### src/sha1_pkg.sv
// ----------------------------------------------------------------------------
// sha1_pkg
// Shared types and constants for the SHA-1 hash engine.
// ----------------------------------------------------------------------------
`timescale 1ns / 1ps
`default_nettype none

package sha1_pkg;

  typedef enum logic [2:0] {
    ST_IDLE,
    ST_DATA,
    ST_PAD,
    ST_ZERO,
    ST_LEN,
    ST_COMP,
    ST_FOLD,
    ST_OUT
  } state_t;

  typedef logic [4:0][31:0] chain_t;

  localparam logic [31:0] IV0 = 32'h67452301;
  localparam logic [31:0] IV1 = 32'hEFCDAB89;
  localparam logic [31:0] IV2 = 32'h98BADCFE;
  localparam logic [31:0] IV3 = 32'h10325476;
  localparam logic [31:0] IV4 = 32'hC3D2E1F0;

  localparam logic [31:0] K0 = 32'h5A827999;
  localparam logic [31:0] K1 = 32'h6ED9EBA1;
  localparam logic [31:0] K2 = 32'h8F1BBCDC;
  localparam logic [31:0] K3 = 32'hCA62C1D6;

  localparam logic [7:0] PAD_BYTE = 8'h80;

  localparam logic [6:0] ROUND_PHASE1 = 7'd20;
  localparam logic [6:0] ROUND_PHASE2 = 7'd40;
  localparam logic [6:0] ROUND_PHASE3 = 7'd60;
  localparam logic [6:0] ROUND_LAST   = 7'd79;

  localparam logic [2:0] MAX_BYTES  = 3'd4;
  localparam logic [2:0] LAST_INDEX = 3'd4;
  localparam logic [5:0] LEN_POS    = 6'd56;

  typedef struct packed {
    logic        push;
    logic        step;
    logic [31:0] word;
  } sched_ctrl_t;

  typedef struct packed {
    logic       step;
    logic       fold;
    logic       restart;
    logic [6:0] round;
  } core_ctrl_t;

endpackage

`default_nettype wire

### src/sha1_sched.sv
// ----------------------------------------------------------------------------
// sha1_sched
// Sixteen-word shift line: gathers the block words, then expands the
// message schedule one word per round.
// ----------------------------------------------------------------------------
`timescale 1ns / 1ps
`default_nettype none

module sha1_sched
  import sha1_pkg::*;
(
  input  wire logic        clk,
  input  wire sched_ctrl_t ctrl,
  output logic [31:0]      w_cur
);

  logic [15:0][31:0] w;
  logic [31:0]       mix;
  logic [31:0]       expand;

  assign mix    = w[13] ^ w[8] ^ w[2] ^ w[0];
  assign expand = {mix[30:0], mix[31]};
  assign w_cur  = w[0];

  always_ff @(posedge clk) begin
    if (ctrl.push || ctrl.step) begin
      for (int k = 0; k < 15; k++) begin
        w[k] <= w[k + 1];
      end
      w[15] <= ctrl.push ? ctrl.word : expand;
    end
  end

endmodule

`default_nettype wire

### src/sha1_core.sv
// ----------------------------------------------------------------------------
// sha1_core
// Working variables, chaining words and the single shared round unit.
// ----------------------------------------------------------------------------
`timescale 1ns / 1ps
`default_nettype none

module sha1_core
  import sha1_pkg::*;
(
  input  wire logic        clk,
  input  wire logic        rst,
  input  wire core_ctrl_t  ctrl,
  input  wire logic [31:0] w_cur,
  output chain_t           chain
);

  logic [31:0] a, b, c, d, e;
  logic [31:0] f, k, t;
  chain_t      sum;

  always_comb begin
    if (ctrl.round < ROUND_PHASE1) begin
      f = (b & c) | (~b & d);
      k = K0;
    end else if (ctrl.round < ROUND_PHASE2) begin
      f = b ^ c ^ d;
      k = K1;
    end else if (ctrl.round < ROUND_PHASE3) begin
      f = (b & c) | (b & d) | (c & d);
      k = K2;
    end else begin
      f = b ^ c ^ d;
      k = K3;
    end
    t = {a[26:0], a[31:27]} + f + e + k + w_cur;
  end

  assign sum[0] = chain[0] + a;
  assign sum[1] = chain[1] + b;
  assign sum[2] = chain[2] + c;
  assign sum[3] = chain[3] + d;
  assign sum[4] = chain[4] + e;

  always_ff @(posedge clk) begin
    if (rst || ctrl.restart) begin
      chain <= {IV4, IV3, IV2, IV1, IV0};
      a <= IV0;
      b <= IV1;
      c <= IV2;
      d <= IV3;
      e <= IV4;
    end else if (ctrl.step) begin
      e <= d;
      d <= c;
      c <= {b[1:0], b[31:2]};
      b <= a;
      a <= t;
    end else if (ctrl.fold) begin
      chain <= sum;
      a <= sum[0];
      b <= sum[1];
      c <= sum[2];
      d <= sum[3];
      e <= sum[4];
    end
  end

endmodule

`default_nettype wire

### src/sha1_hash_engine_unit.sv
// ----------------------------------------------------------------------------
// sha1_hash_engine_unit
// SHA-1 hash engine with byte packing, padding and digest output.
// ----------------------------------------------------------------------------
// One item at a time; the input stalls until the engine is idle again. An
// aligned four-byte word is packed as a whole word; an unaligned or short
// word is packed byte by byte instead. Every filled 64-byte block is then
// compressed in 80 rounds through the single round unit, followed by a
// fold into the chaining words. On a last word the pad byte and the zero
// fill follow (the fill per byte until aligned, then per word), then the
// 64-bit length as two words, then one or two blocks are compressed and
// the five digest words leave as five output transfers, after which the
// engine is back at its initial values.
// ----------------------------------------------------------------------------
`timescale 1ns / 1ps
`default_nettype none

module sha1_hash_engine_unit
  import sha1_pkg::*;
(
  input  wire logic        clk,
  input  wire logic        rst,
  input  wire logic        in_valid,
  output logic             in_stall,
  input  wire logic [31:0] data_word,
  input  wire logic [2:0]  byte_count,
  input  wire logic        last,
  output logic             out_valid,
  input  wire logic        out_stall,
  output logic [31:0]      digest_word,
  output logic [2:0]       word_index,
  output logic             last_word
);

  state_t      state, state_next;
  state_t      ret, ret_next;
  state_t      after;
  logic [5:0]  pos;
  logic [2:0]  n;
  logic [31:0] data;
  logic        last_r;
  logic [31:0] acc;
  logic [63:0] bit_total;
  logic [6:0]  round;
  logic [2:0]  idx;

  logic        byte_put, word_put, put;
  logic [7:0]  byte_val;
  logic [31:0] word_val;
  logic [31:0] merged;
  logic [6:0]  pos_sum;
  logic        block_full;
  logic [2:0]  clamp;

  sched_ctrl_t sched_ctrl;
  core_ctrl_t  core_ctrl;
  logic [31:0] w_cur;
  chain_t      chain;

  sha1_sched u_sched (
    .clk  (clk),
    .ctrl (sched_ctrl),
    .w_cur(w_cur)
  );

  sha1_core u_core (
    .clk  (clk),
    .rst  (rst),
    .ctrl (core_ctrl),
    .w_cur(w_cur),
    .chain(chain)
  );

  assign clamp = (byte_count > MAX_BYTES) ? MAX_BYTES : byte_count;

  // Datapath control
  always_comb begin
    byte_put          = 1'b0;
    word_put          = 1'b0;
    byte_val          = 8'h00;
    word_val          = 32'h0;
    core_ctrl.step    = 1'b0;
    core_ctrl.fold    = 1'b0;
    core_ctrl.restart = 1'b0;
    core_ctrl.round   = round;
    sched_ctrl.step   = 1'b0;
    unique case (state)
      ST_IDLE: ;
      ST_DATA: begin
        if (n != 3'd0) begin
          if (pos[1:0] == 2'd0 && n == MAX_BYTES) begin
            word_put = 1'b1;
            word_val = data;
          end else begin
            byte_put = 1'b1;
            byte_val = data[31:24];
          end
        end
      end
      ST_PAD: begin
        byte_put = 1'b1;
        byte_val = PAD_BYTE;
      end
      ST_ZERO: begin
        if (pos != LEN_POS) begin
          if (pos[1:0] == 2'd0) begin
            word_put = 1'b1;
          end else begin
            byte_put = 1'b1;
          end
        end
      end
      ST_LEN: begin
        word_put = 1'b1;
        word_val = pos[2] ? bit_total[31:0] : bit_total[63:32];
      end
      ST_COMP: begin
        core_ctrl.step  = 1'b1;
        sched_ctrl.step = 1'b1;
      end
      ST_FOLD: begin
        core_ctrl.fold = 1'b1;
      end
      ST_OUT: begin
        core_ctrl.restart = !out_stall && idx == LAST_INDEX;
      end
      default: ;
    endcase

    merged = acc;
    case (pos[1:0])
      2'd0: merged[31:24] = byte_val;
      2'd1: merged[23:16] = byte_val;
      2'd2: merged[15:8]  = byte_val;
      default: merged[7:0] = byte_val;
    endcase

    put             = byte_put | word_put;
    sched_ctrl.push = word_put | (byte_put && pos[1:0] == 2'd3);
    sched_ctrl.word = word_put ? word_val : merged;
    pos_sum         = {1'b0, pos} + (word_put ? 7'd4 : (byte_put ? 7'd1 : 7'd0));
    block_full      = pos_sum[6];
  end

  // Next state
  always_comb begin
    state_next = state;
    ret_next   = ret;
    after      = state;
    unique case (state)
      ST_IDLE: begin
        if (in_valid) begin
          state_next = ST_DATA;
        end
      end
      ST_DATA: begin
        if (n == 3'd0) begin
          state_next = last_r ? ST_PAD : ST_IDLE;
        end
      end
      ST_PAD: after = ST_ZERO;
      ST_ZERO: begin
        if (pos == LEN_POS) begin
          state_next = ST_LEN;
        end
      end
      ST_LEN: after = pos[2] ? ST_OUT : ST_LEN;
      ST_COMP: begin
        if (round == ROUND_LAST) begin
          state_next = ST_FOLD;
        end
      end
      ST_FOLD: state_next = ret;
      ST_OUT: begin
        if (!out_stall && idx == LAST_INDEX) begin
          state_next = ST_IDLE;
        end
      end
      default: state_next = ST_IDLE;
    endcase
    if (put) begin
      if (block_full) begin
        state_next = ST_COMP;
        ret_next   = after;
      end else begin
        state_next = after;
      end
    end
  end

  always_ff @(posedge clk) begin
    if (rst) begin
      state     <= ST_IDLE;
      ret       <= ST_IDLE;
      pos       <= 6'd0;
      bit_total <= 64'd0;
      round     <= 7'd0;
      idx       <= 3'd0;
    end else begin
      state <= state_next;
      ret   <= ret_next;
      if (put) begin
        pos <= pos_sum[5:0];
      end
      if (byte_put) begin
        acc <= merged;
      end
      if (state == ST_IDLE && in_valid) begin
        data      <= data_word;
        n         <= clamp;
        last_r    <= last;
        bit_total <= bit_total + {58'd0, clamp, 3'd0};
      end
      if (state == ST_DATA) begin
        if (word_put) begin
          n <= 3'd0;
        end else if (byte_put) begin
          n    <= n - 3'd1;
          data <= {data[23:0], 8'h00};
        end
      end
      if (state == ST_COMP) begin
        round <= (round == ROUND_LAST) ? 7'd0 : round + 7'd1;
      end
      if (state == ST_OUT && !out_stall) begin
        idx <= (idx == LAST_INDEX) ? 3'd0 : idx + 3'd1;
      end
      if (core_ctrl.restart) begin
        pos       <= 6'd0;
        bit_total <= 64'd0;
      end
    end
  end

  assign in_stall    = state != ST_IDLE;
  assign out_valid   = state == ST_OUT;
  assign digest_word = chain[idx];
  assign word_index  = idx;
  assign last_word   = idx == LAST_INDEX;

endmodule

`default_nettype wire
### config.mk
export PLATFORM = sky130hd
export DESIGN_NAME = sha1_hash_engine_unit
export DESIGN_NICKNAME = d
export VERILOG_FILES = /design/src/sha1_pkg.sv /design/src/sha1_sched.sv /design/src/sha1_core.sv /design/src/sha1_hash_engine_unit.sv
export SDC_FILE = /design/constraint.sdc
export NUM_CORES = 2
export LEC_CHECK = 0
export BUFFER_PORTS_ARGS = -buffer_cell sky130_fd_sc_hd__buf_4
export CAP_MARGIN = 0
export CORE_MARGIN = 2
export CORE_UTILIZATION = 40
export CTS_CLUSTER_SIZE = 24
export DETAILED_ROUTE_END_ITERATION = 16
export PLACE_DENSITY = 0.58
export SLEW_MARGIN = 25
export SYNTH_ARGS = -nofsm -noshare
export SYNTH_HDL_FRONTEND = slang
export SYNTH_SLANG_ARGS = --single-unit
### constraint.sdc
create_clock -name clk -period 17.39 [get_ports clk]
set_input_delay 0.8695 -clock clk [delete_from_list [all_inputs] [get_ports clk]]
set_output_delay 0.8695 -clock clk [all_outputs]
set_load 0.005 [all_outputs]
==> run_results.csv <==
group,metric,value,unit
critical_path,rr_worst_depth,24,
clocking,numCtsBuffers,102,
clocking,cts_tree,"built",
sta,period_needed,7.14,ns
logic_synthesis,synth-seq-cells,977,
sta,hold_viol,0,
logic_synthesis,synth.area.top_cells,"edfxtp_1 35%, dfxtp_1 16%, ha_1 5.3%, fa_1 4.9%, nand2_1 4.2%",
placed_design,gp_congestion,0.895,
layout,fillers,11400,
layout,diodes,0,
logic_synthesis,yosysMostFrequentCell,"edfxtp_1",
die,core_area,122000,sq um
global_routing,grt_pass1_vias,33500,
logic_synthesis,synth_warnings,0,
power,combPwrFrac,0.188,
drt,firstDrtPassIters,6,
logic_synthesis,syn-num-nets,4927,
layout,layout-drive-gt1-share,0.0864,
placed_design,io_buffers,77,
global_routing,grt_max_degree,216,
hold_path,hold_class,"in2reg",
hold_path,worstHoldPathCells,1,
die,design.die.area,126000,sq um
sta,rsz0062_at_grt,"false",
power,irDropWorstVdd,0.0840,mV
die,die_w,355,um
layout,layout.nets,4958,
critical_path,cp.buffers_inverters,6,
logic_synthesis,synthTopCellsByCount,"574 x edfxtp_1, 548 x nand2_1, 403 x dfxtp_1",
die,io_pins,78,
placed_design,hpwl,96000,um
drt,drc,0,
power,pwr-share-seq,0.464,
critical_path,path_common_cell,"inv_1",
global_routing,grt_pass1_wl,209000,um
hold_path,hold_path.startpoint,"last",
critical_path,rrSetupSlack,10.25,ns
logic_synthesis,syn_area_per_cell,10.8,sq um
drt,drt_first_iter_violations,2947,
drt,routed_wl,138000,um
die,fp-row-count,128,
power,p_int,4670,uW
logic_synthesis,yosysSeqAreaShare,0.512,
logic_synthesis,synth_edf_count,574,
critical_path,worstPathRequired,17.96,ns
clocking,cts.sinks,977,
job,maxCapViolations,0,
global_routing,grt_use_total,0.215,
power,p_leak,0.0208,uW
critical_path,crit_path_start_kind,"register",
critical_path,reg2reg_from,"round[5]",
drt,ant_nets,0,
clocking,ctsResizeCount,0,
clocking,htreeDepth,3,
critical_path,r2r-end,"u_core.a[30]",
critical_path,worst_ep_arrival_time,7.71,ns
sta,setup_viol,0,
sta,worst_slew_margin_rel,0.248,
clocking,hold_buffers,0,
drt,viasPerCell,5.60,
logic_synthesis,synthCells,4556,
power,clockPowerShare,0.348,
power,power.share.switching,0.293,
clocking,clk_pin_slew_worst_paths,0.06,ns
sta,max_freq,0.140,GHz
drt,routedWlPerCell,21.9,um
logic_synthesis,ys.flop_type,"edfxtp_1",
power,switchingPower,1930,uW
status,status,"finished clean",
clocking,cts_buffer_depth,3,
critical_path,crit_type,"reg2reg",
hold_path,hold_end,"last_r",
sta,whs,0.403,ns
clocking,worstSkewPairLatency,0.71,ns
logic_synthesis,synth_top_area_share,0.349,
logic_synthesis,synth.cell_area,49400,sq um
sta,tns,0,ns
sta,post-route-period-util,0.411,
logic_synthesis,synth_top_area_cell,"edfxtp_1",
die,dieHeight,355,um
sta,drv_slew,0,
critical_path,path_cells,"o21ai_0 -> or3_2 -> inv_1 -> nor2_2 -> buf_4 -> inv_1 -> o221ai_1 -> ha_1 -> inv_1 -> fa_1 -> inv_1 -> fa_1 -> inv_1 -> ha_1 -> and3_1 -> and3_1 -> a211oi_1 -> a211o_1 -> a21oi_1 -> o211ai_1 -> a21oi_1 -> o21ai_1 -> a211oi_1 -> or3_1",
global_routing,grt_overflow,0,
global_routing,grt_antenna_before_repair,2,
die,initial_core_util,0.404,
clocking,post_cts_buffers,0,
drt,vias,35300,
critical_path,worstSetupEndpointType,"register",
clocking,cts_root_buffer,"clkbuf_16",
logic_synthesis,synth-async-reset-ratio,0,
critical_path,cp_top_family,"compound AO/OA/AOI/OAI gates",
power,power_per_cell_area,119,nW/um^2
logic_synthesis,yosysUniqueCellTypes,84,
critical_path,cpMaxStageDelayCell,"or3_2",
critical_path,path_max_fanout,20,
layout,syn2layout_area_growth,12.0,%
sta,worst_pin_slew,1.13,ns
sta,skew,0.0434,ns
critical_path,critPathMaxStageDelay,0.75,ns
-- worst max-delay path by stage --
stage | from | endpoint | slack, ns | depth (start not counted)
2_1_floorplan | state[0] | u_sched.w[100] | 3.44 | 8
3_3_place_gp | round[3] | u_core.a[30] | 10.23 | 22
5_1_grt | round[5] | u_core.a[20] | 9.94 | 22
3_5_place_dp | round[3] | u_core.a[30] | 10.39 | 24
6_report | round[5] | u_core.a[30] | 10.25 | 24
4_1_cts | round[3] | u_core.a[30] | 10.35 | 24
-- per-layer routing --
| metal | vias to the layer above | track usage | share of wire |
|---|---|---|---|
| met4 | 4 | 0.0697 | 0.032 |
| met3 | 225 | 0.0301 | 0.051 |
| met1 | 17500 | 0.306 | 0.46 |
| li1 | 16600 | - | - |
| met5 | - | 0 | 0.00018 |
| met2 | 948 | 0.337 | 0.45 |
-- cell families after synthesis --
family	after synthesis	synth area share
DFF	977	0.512
adders and majority gates	331	0.102
AOI/OAI and AO/OA	1178	0.153
buffers and inverters	464	0.0354
xor gates and xnor gates	303	0.0543
and+or+nand+nor	1174	0.108
muxes	129	0.0350
-- power by group through the flow --
| stage | logic (uW) | registers [uW] | clock network, uW |
|---|---|---|---|
| 2_1_floorplan | 900 | 3210 | 0 |
| 6_report | 1240 | 3070 | 2300 |
| 3_3_place_gp | 1220 | 3110 | 0 |
| 5_1_grt | 1380 | 3100 | 2440 |
| 3_5_place_dp | 1240 | 3110 | 0 |
| 4_1_cts | 1240 | 3070 | 2350 |
-- flip-flops by register name (all words and copies together), names as in the netlist --
name	cells
acc	26
bit_total	61
data	32
last_r	1
n	3
pos	6
ret	3
round	7
state	3
u_core.a	32
u_core.b	32
u_core.c	32
u_core.chain	160
u_core.d	32
u_core.e	32
u_sched.w	480
u_sched.w_cur	32
word_index	3
-- stage by stage --
step	instances	worst slack (ns)	util	cell area (sq um)	total power (uW)
after detailed placement	6107	10.39	0.423	51700	4350
after global routing	6301	9.94	0.453	55300	6910
after CTS	6300	10.35	0.452	55300	6660
after global placement	6106	10.23	0.423	51700	4330
final	6301	10.25	0.453	55300	6600
after floorplan	4556	3.44	-	49400	4110
-- final cells by class --
cell class                 count  area, sq um  share of cell area
clock buffer                 134         2830              0.0511
inverter                     269         1010              0.0183
multi-input combinational   3115        22400               0.405
sequential                   977        25300               0.458
clock inverter                59          716              0.0129
tap                         1625         2030              0.0368
timing repair buffer         122          998              0.0181
-- layout by cell type, fill, tap and decap left out, types with 84 or more instances in the layout --
cell type  instances
a21o_1            98
a21oi_1          365
a22oi_1          110
buf_4            116
clkbuf_16        104
dfxtp_1          400
edfxtp_1         574
fa_1             120
ha_1             211
inv_1            269
nand2_1          545
nand3_1           84
nor2_1           234
o21ai_0          246
xnor2_1          180
xor2_1           121
Power figures use the tool's default switching activity.
